[src/rtl/fspo_pkg.sv]
`default_nettype none
package fspo_pkg;

  localparam int unsigned DefMaxWidth  = 64;
  localparam int unsigned DefMaxHeight = 64;
  localparam int unsigned QueueDepth   = 2;
  localparam int unsigned DimW         = 7;
  localparam int unsigned CoordW       = 6;
  localparam int unsigned PixelW       = 24;

  // Configuration register indexes.
  localparam logic CfgWidthIdx  = 1'b0;
  localparam logic CfgHeightIdx = 1'b1;

  // Reciprocal of three in 11 fractional bits; exact floor for sums up to 765.
  localparam logic [10:0] ThirdRecip = 11'd683;

  typedef enum logic [2:0] {
    OP_FILL  = 3'd0,
    OP_WRITE = 3'd1,
    OP_READ  = 3'd2,
    OP_INV   = 3'd3,
    OP_GRAY  = 3'd4,
    OP_VMIR  = 3'd5,
    OP_HMIR  = 3'd6,
    OP_NOP   = 3'd7
  } op_e;

  typedef struct packed {
    op_e                op;
    logic [CoordW-1:0]  col;
    logic [CoordW-1:0]  row;
    logic [PixelW-1:0]  colour;
    logic               in_area;
  } cmd_t;

  typedef struct packed {
    logic [DimW-1:0] width;
    logic [DimW-1:0] height;
  } dims_t;

  typedef struct packed {
    logic [7:0] red;
    logic [7:0] green;
    logic [7:0] blue;
    logic       range_error;
  } resp_t;

endpackage
`default_nettype wire

[src/rtl/fspo_front.sv]
`default_nettype none
module fspo_front #(
  parameter int unsigned MaxWidth  = fspo_pkg::DefMaxWidth,
  parameter int unsigned MaxHeight = fspo_pkg::DefMaxHeight
) (
  input  wire logic                     clk_i,
  input  wire logic                     rst_ni,
  input  wire logic                     cfg_valid_i,
  output logic                          cfg_ready_o,
  input  wire logic                     cfg_index_i,
  input  wire logic [fspo_pkg::DimW-1:0] cfg_data_i,
  input  wire logic                     in_valid_i,
  output logic                          in_ready_o,
  input  wire logic [38:0]              in_data_i,
  output logic                          push_o,
  input  wire logic                     full_i,
  output fspo_pkg::cmd_t                cmd_o,
  output fspo_pkg::dims_t               dims_o
);

  logic [fspo_pkg::DimW-1:0] width_q, height_q;
  logic [fspo_pkg::DimW-1:0] eff_w, eff_h;

  assign cfg_ready_o = 1'b1;

  always_ff @(posedge clk_i or negedge rst_ni) begin
    if (!rst_ni) begin
      width_q  <= fspo_pkg::DimW'(64);
      height_q <= fspo_pkg::DimW'(64);
    end else if (cfg_valid_i) begin
      if (cfg_index_i == fspo_pkg::CfgWidthIdx) begin
        width_q <= cfg_data_i;
      end else begin
        height_q <= cfg_data_i;
      end
    end
  end

  // A zero register acts as one; a value past the store size acts as the maximum.
  always_comb begin
    if (width_q == '0) begin
      eff_w = fspo_pkg::DimW'(1);
    end else if (32'(width_q) > 32'(MaxWidth)) begin
      eff_w = fspo_pkg::DimW'(MaxWidth);
    end else begin
      eff_w = width_q;
    end
    if (height_q == '0) begin
      eff_h = fspo_pkg::DimW'(1);
    end else if (32'(height_q) > 32'(MaxHeight)) begin
      eff_h = fspo_pkg::DimW'(MaxHeight);
    end else begin
      eff_h = height_q;
    end
  end

  assign dims_o.width  = eff_w;
  assign dims_o.height = eff_h;

  assign in_ready_o = !full_i;
  assign push_o     = in_valid_i && !full_i;

  always_comb begin
    cmd_o.op      = fspo_pkg::op_e'(in_data_i[2:0]);
    cmd_o.col     = in_data_i[8:3];
    cmd_o.row     = in_data_i[14:9];
    cmd_o.colour  = {in_data_i[22:15], in_data_i[30:23], in_data_i[38:31]};
    cmd_o.in_area = ({1'b0, in_data_i[8:3]} < eff_w) && ({1'b0, in_data_i[14:9]} < eff_h);
  end

endmodule
`default_nettype wire

[config.mk]
export PLATFORM = sky130hd
export DESIGN_NAME = fspo_front
export DESIGN_NICKNAME = d
export VERILOG_FILES = /design/src/rtl/fspo_pkg.sv /design/src/rtl/fspo_front.sv
export SDC_FILE = /design/constraint.sdc
export NUM_CORES = 1
export LEC_CHECK = 0
export BUFFER_PORTS_ARGS = -buffer_cell sky130_fd_sc_hd__buf_4
export CORE_MARGIN = 2
export CORE_UTILIZATION = 38
export CTS_CLUSTER_DIAMETER = 50
export DETAILED_ROUTE_END_ITERATION = 8
export MAX_ROUTING_LAYER = met4
export PLACE_DENSITY = 0.83
export SLEW_MARGIN = 20
export SYNTH_ARGS = -nofsm -noshare
export SYNTH_HDL_FRONTEND = slang
export SYNTH_SLANG_ARGS = --single-unit
[constraint.sdc]
create_clock -name clk_i -period 2.2 [get_ports clk_i]
set_clock_uncertainty 0.2 [all_clocks]
set_input_delay 0.11 -clock clk_i [delete_from_list [all_inputs] [get_ports clk_i]]
set_output_delay 0.11 -clock clk_i [all_outputs]
set_load 0.01 [all_outputs]
==> impl_results.md, run 1 <==
* Routed len/inst at roughly 12 um
* Number of top-level pins at 109
* Post-synth cell types at 26
* Power Total at 0.922 mW
* GPL Wtd Cong at 0.789
* Number of max-cap violations at 0
* CP Capture Type: primary output
* Static Leak at 0.838 nW
* CTS root buf: clkbuf_4
* Pin count of the biggest net entering global routing at 14
* Total wire length at 2.37 mm
* Drt pass-1 iters at 4
* Vias in the first global route at between 900 and 1,000
* Slew Limit Headroom at approximately three fifths
* Gr usage total at 14.2%
* Reg-to-reg critical path startpoint: width_q[6]$_DFFE_PN1P_
* Synthesized area at 1230 um^2
* GR peak layer: met2
* Worst path cell trace: buf_6 -> nand2b_4 -> ha_4 -> a21o_1 -> a21oi_2 -> o22ai_1 -> a211oi_2 -> buf_4
* Clk_lat worst skew at 0.28 ns
* Hold path cells at 0
* Final setup viols at 1
* CP Class: reg -> out
* Num CTS Buffers at 3
* HP Class: in -> out
* Critical Path Start Type: flip-flop
* Routed vias at 933
* VDD IR max at between 300 and 400 uV
* Top cells by count, synth: 40 x buf_4, 13 x mux2_2, 12 x dfrtp_1, 12 x inv_1
* Worst EP arrival at 1.98 ns
* H-Tree Depth at 1
* First-iteration detailed-routing DRC count at 5
* Vias per cell at 4.55
* CP Max Fanout at 6
* Nets at 224
* CTS tree: done
* Layout cells sized above 1 at 52.8%
* Clock transition at path regs at 0.08 ns
* CP max stage delay at roughly 0.55 ns
* #FFs+latches synth at 14
* FMAX at 438 MHz
* Top post-synthesis cells by area: buf_4 24%, dfrtp_1 24%, mux2_2 12%
* Final setup margin at -0.0857 ns
* Top-count cell post-synth: buf_4
* DRC at 0
* Failing checks: negative setup slack
* Starting Density at 40.1%
* Syn Nets at 196
* Die width at about 60 um
* Grt ovf at 0
* Final ANT Viol Nets at 0
* Die Ht at 61.0 um
* M2 GR Usage at between 20% and 30%
* Final critical-path required period at 2.29 ns
* Initial antenna violation count at 0
* Fillcell total at approximately 300
* Port Buffers at 53
* Layout area overhead at 29.5%
* Mean post-synth cell area at roughly 9.2 um^2
* RSZ-0062 raised after global routing: true
* CTS sink cnt at 14
* Tcrit/Tclk final at 104%
* R2R Path End: width_q[6]$_DFFE_PN1P_
* Fraction of registers with async set/reset at between 90% and 100%
* CP Launch Point: height_q[6]$_DFFE_PN1P_
* Most used DFF post-synth: dfrtp_1
* Pwr Density at 577 nW/um^2
* Number of synthesized flops with an enable pin at 0
* R2R setup slack at 1.13 ns
* Worst-margin pin slew at 0.624 ns
* First-pass GRT wire length at between 3 and 4 mm
* Slowest-stage cell, CP: dfstp_2
* M3 GR Usage at 3.20%
* Seq/Total Area, Yosys at approximately 29%
* Synth Instances at about 130
* WP data required at 1.89 ns
* Pre-CTS setup slack at about 0.11 ns
* Final Max Slew Viols at 0
* Final Hold Viols at 0
* Critical Path End: cmd_o[0]
* Row count at 20
* Synth top area share at 24.3%
* Worst R2R Path Depth at 2
* Clock Tree Buf Depth at 2
* Core footprint at 3080 um^2
* Outcome: finished with violations
* Met1 usage at 17.5%
* Antenna cell count at 0
* WHS at 0.0200 ns
* Post-synth top area cell: buf_4
* DIE AREA at around 3700 um^2
* HPWL after DPL at 1.91 mm
* Yosys warning total at 0
-- critical path, delay by kind of cell (launching register included) --
kind | cells | cell delay, ns
fa+ha+maj | 1 | 0.19
buf+inv | 2 | 0.26
compound gates | 4 | 0.58
flops | 1 | 0.55
simple gates | 1 | 0.13
-- cell families after synthesis --
logic type | after synthesis | synth area share (%)
AO/OA/AOI/OAI | 15 | 8.52
adder cells (fa/ha/maj) | 10 | 10.1
buffers and inverters | 57 | 29.7
flip-flops | 14 | 28.6
multiplexers | 13 | 11.9
other | 1 | 0.304
AND/OR/NAND/NOR | 24 | 10.9
-- cell type report --
type,count,area (um^2),share of cell area (%)
clock buffers,4,36.3,2.27
inverters,12,45.0,2.82
multi-input cells,63,569,35.6
flip-flops and latches,14,353,22.1
well taps,44,55.1,3.45
repair buffers,68,539,33.8
-- how the worst min path moves through the flow --
stage / start / endpoint / slack [ns]
final: in_data_i[32] / cmd_o[2] / 0.02
after global routing: in_data_i[32] / cmd_o[2] / 0.02
after CTS: in_data_i[28] / cmd_o[14] / 0.02
after detailed placement: rst_ni / width_q[2]$_DFFE_PN0P_ / -0.23
after global placement: rst_ni / width_q[2]$_DFFE_PN0P_ / -0.23
after floorplan: rst_ni / height_q[0]$_DFFE_PN0P_ / -0.39
-- layout by cell type (no fill, tap or decap), types with 5 or more instances in the layout --
cell type,instances
mux2_2,13
ha_1,8
buf_4,57
inv_1,12
dlygate4sd3_1,10
nand2b_1,7
dfrtp_1,12
nor2_1,5
-- layer usage --
layer	up-vias	wire [um]
li1	452	-
met1	425	971
met2	50	1190
met3	6	186
met4	0	19
met5	-	0
-- per-stage QoR --
stage               TNS [ns]  cell area, um^2  std cells  util, %
floorplan                  0             1230        134        -
global placement           0             1380        188     44.8
detailed placement         0             1380        188     44.8
CTS                   -0.106             1590        205     51.8
global route          -0.182             1600        205     51.9
finish               -0.0857             1600        205     51.9
-- sequential cells by signal (all words and copies together), names as in the netlist --
register and count:
height_q 7, width_q 7
-- report_power, final --
| part | leakage [nW] | switching (mW) | internal, mW |
|---|---|---|---|
| clock network | 0.0210 | 0.0810 | 0.101 |
| registers | 0.162 | 0.0333 | 0.299 |
| logic | 0.655 | 0.171 | 0.238 |
-- repair_timing --
action                     in CTS  in global routing
gates cloned                    0                  0
hold buffers                   10                  0
buffers inserted                3                  0
gates resized for setup         8                  1
hold endpoints to repair       28                  0
pin swaps                       5                  0
setup endpoints to repair       1                  1
Note: power is estimated with default switching activity, not from simulation.
==> run 2, diff against run 1 <==
Settings changed: ABC_AREA set to 1, PLACE_DENSITY 0.83 to 0.82, RECOVER_POWER set to 100.
==> run 2 against run 1 <==
Synthesized area up 4.1%; setup slack improved by 0.11 ns; power is 2.8% higher; largest power group unchanged; critical path depth up 5; the run now ends clean.
==> impl_results.md, run 2 <==
* Slew Limit Headroom at 50.3% (-8.0 points)
* Clock transition at path regs at 0.08 ns (about the same)
* Drt pass-1 iters at 4 (unchanged)
* RSZ-0062 raised after global routing: true
* CTS sink cnt at 14 (unchanged)
* Final setup viols at 0 (-1)
* CP Max Fanout at 2 (-4)
* Top Registers: height_q: 7 flops, width_q: 7 flops
* Most used DFF post-synth: dfrtp_1
* Synthesized area at 1280 um^2 (+4.1%)
* Top post-synthesis cells by area: buf_4 23%, dfrtp_1 23%, nand2_1 11%
* Core footprint at 3280 um^2 (+6.7%)
* Gr usage total at 14.9% (+0.65 points)
* CTS root buf: clkbuf_4
* Hold path start: in_data_i[16]
* Clock Tree Buf Depth at 2 (unchanged)
* DIE AREA at 3860 um^2 (+3.8%)
* Die width at 62.1 um (+1.9%)
* Clk_lat worst skew at 0.27 ns (about the same)
* DRC at 0 (unchanged)
* WP data required at 1.89 ns (about the same)
* Initial antenna violation count at 0 (unchanged)
* Hold path cells at 0 (unchanged)
* Fillcell total at 347 (+15%)
* CTS tree: done
* Post-synth cell types at 20 (-23%)
* Yosys warning total at 0 (unchanged)
* Mean post-synth cell area at 7.05 um^2 (-23%)
* Starting Density at 39.1% (-1.0 points)
* Hold endpoint: cmd_o[18]
* Final ANT Viol Nets at 0 (unchanged)
* Port Buffers at 53 (unchanged)
* Routed vias at 1,143 (+23%)
* Row count at 21 (+5.0%)
* Pin count of the biggest net entering global routing at 15 (+1)
* Number of max-cap violations at 0 (unchanged)
* Vias in the first global route at 1,058 (+16%)
* H-Tree Depth at 1 (unchanged)
* FMAX at 459 MHz (+4.9%)
* Routed len/inst at 10.8 um (-6.6%)
* CP Class: reg -> out
* Seq/Total Area, Yosys at 27.5% (-1.1 points)
* Layout area overhead at 30.5%
* Area occupied by multi-input gates at 586 um^2 (+2.9%)
* HPWL after DPL at 2.01 mm (+5.1%)
* Final Hold Viols at 0 (unchanged)
* Commonest non-fill, non-tap cells in the layout: 48 x buf_4, 34 x nand2_1, 27 x inv_1, 15 x clkbuf_1, 14 x o21ai_0
* Commonest non-fill, non-tap cell in the layout: buf_4
* GPL Wtd Cong at 0.762 (-3.4%)
* R2R setup slack at 1.06 ns (-0.07 ns)
* Syn Nets at 244 (+24%)
* Worst R2R Path Depth at 4 (+2)
* Synth Instances at 182 (+36%)
* HP Class: in -> out
* FF+latch area at 353 um^2 (unchanged)
* #FFs+latches synth at 14 (unchanged)
* Vias per cell at 4.33 (-4.9%)
* CP Capture Type: primary output
* Worst EP arrival at 1.87 ns (-0.11 ns)
* Total wire length at 2.85 mm (+20%)
* Critical Path Start Type: flip-flop
* Num CTS Buffers at 3 (unchanged)
* VDD IR max at 214 uV (-40%)
* Synth top area share at 23.4% (-0.95 points)
* Final design utilization at 51.0% (-0.90 points)
* Die Ht at 62.1 um (+1.9%)
* Worst-margin pin slew at 0.745 ns (+0.122 ns)
* Layout cells sized above 1 at 37.2% (-16 points)
* R2R Path End: height_q[0]$_DFFE_PN0P_
* Top cells by count, synth: 40 x buf_4, 38 x nand2_1, 27 x inv_1, 15 x o21ai_0, 12 x dfrtp_1
* Static Leak at 0.905 nW (+8.0%)
* Fraction of registers with async set/reset at 100% (unchanged)
* Final setup TNS at 0 ns (+0.0857 ns)
* Reg-to-reg critical path startpoint: height_q[0]$_DFFE_PN0P_
* Post-synth top area cell: buf_4
* Antenna cell count at 0 (unchanged)
* Outcome: complete, no violations
* Final critical-path required period at 2.18 ns (-0.106 ns)
* Nets at 281 (+25%)
* Number of synthesized flops with an enable pin at 0 (unchanged)
* First-iteration detailed-routing DRC count at 66 (+61)
* Final Max Slew Viols at 0 (unchanged)
* Power Total at 0.948 mW (+2.8%)
* Pwr Density at 566 nW/um^2 (-2.0%)
* Tcrit/Tclk final at 99.1% (-4.8 points)
* Grt ovf at 0 (unchanged)
* Top-count cell post-synth: buf_4
* First-pass GRT wire length at 4.62 mm (+19%)
* Number of top-level pins at 109 (unchanged)
run 2: cell count changes after synthesis, moves of 6 or more:
cell,delta
o21ai_0,+13
nand2b_1,-10
nor2_1,+6
nand2_1,+35
mux2_2,-13
inv_1,+15
run 2: cell families after synthesis:
logic type,Yosys count,share of synthesized area [%]
AND/OR/NAND/NOR,63,20.8
other,1,0.292
buffers and inverters,73,33.0
flip-flops,14,27.5
adder cells (fa/ha/maj),10,9.75
AO/OA/AOI/OAI,21,8.67
run 2: per-stage QoR:
stage               instance area, um^2  std cells  hold slack, ns  worst slack [ns]
floorplan                          1280        182          -0.386             0.454
global placement                   1420        237          -0.236             0.295
detailed placement                 1420        237          -0.234             0.250
CTS                                1640        259          0.0121           0.00353
global route                       1680        264          0.0200            -0.115
finish                             1680        264          0.0200            0.0204
run 2: metal layers:
layer,GRT usage [%],share of wire [%],up-vias
li1,-,-,592
met1,17.3,41,508
met2,24.3,50,37
met3,3.62,7.4,6
met4,6.94,1.5,0
met5,-,0,-
run 2: repair_timing:
item	in CTS	in global routing
hold buffers	8	0
endpoints found under the setup margin	1	1
resized for setup	5	13
hold endpoints to repair	28	0
buffers inserted	10	5
pin swaps	6	7
gates cloned	0	0
run 2: final cells by class:
cell class / instances / area share [%]
Sequential cell: 14 / 21.1
Clock buffer: 4 / 2.17
Multi-Input combinational cell: 95 / 35.0
Inverter: 29 / 6.50
Timing Repair Buffer: 76 / 31.9
Tap cell: 46 / 3.44
run 2: critical path: stages, from the launching register on:
cell	delay, ns
dfrtp_1	0.39
nor2_2	0.16
nand3_1	0.09
nand2_1	0.09
nand2_2	0.08
ha_4	0.28
nand2_1	0.05
inv_1	0.04
nand2_1	0.05
nand2_1	0.06
nand2_1	0.06
nand2_1	0.08
nor2_2	0.03
buf_4	0.13
run 2: how the worst max path moves through the flow:
stage,startpoint,endpoint,slack (ns),cells past startpoint
2_1_floorplan,height_q[1]$_DFFE_PN0P_,cmd_o[0],0.45,10
3_3_place_gp,height_q[1]$_DFFE_PN0P_,cmd_o[0],0.30,11
3_5_place_dp,height_q[1]$_DFFE_PN0P_,cmd_o[0],0.25,11
4_1_cts,height_q[0]$_DFFE_PN0P_,cmd_o[0],0.004,11
5_1_grt,height_q[2]$_DFFE_PN0P_,cmd_o[0],-0.12,11
6_report,width_q[5]$_DFFE_PN0P_,cmd_o[0],0.02,13
run 2: report_power, final:
group / switching, mW / total [mW] / leakage [nW] / internal, mW
combinational: 0.212 / 0.437 / 0.715 / 0.224
sequential: 0.0356 / 0.329 / 0.169 / 0.293
clock: 0.0816 / 0.182 / 0.0210 / 0.101
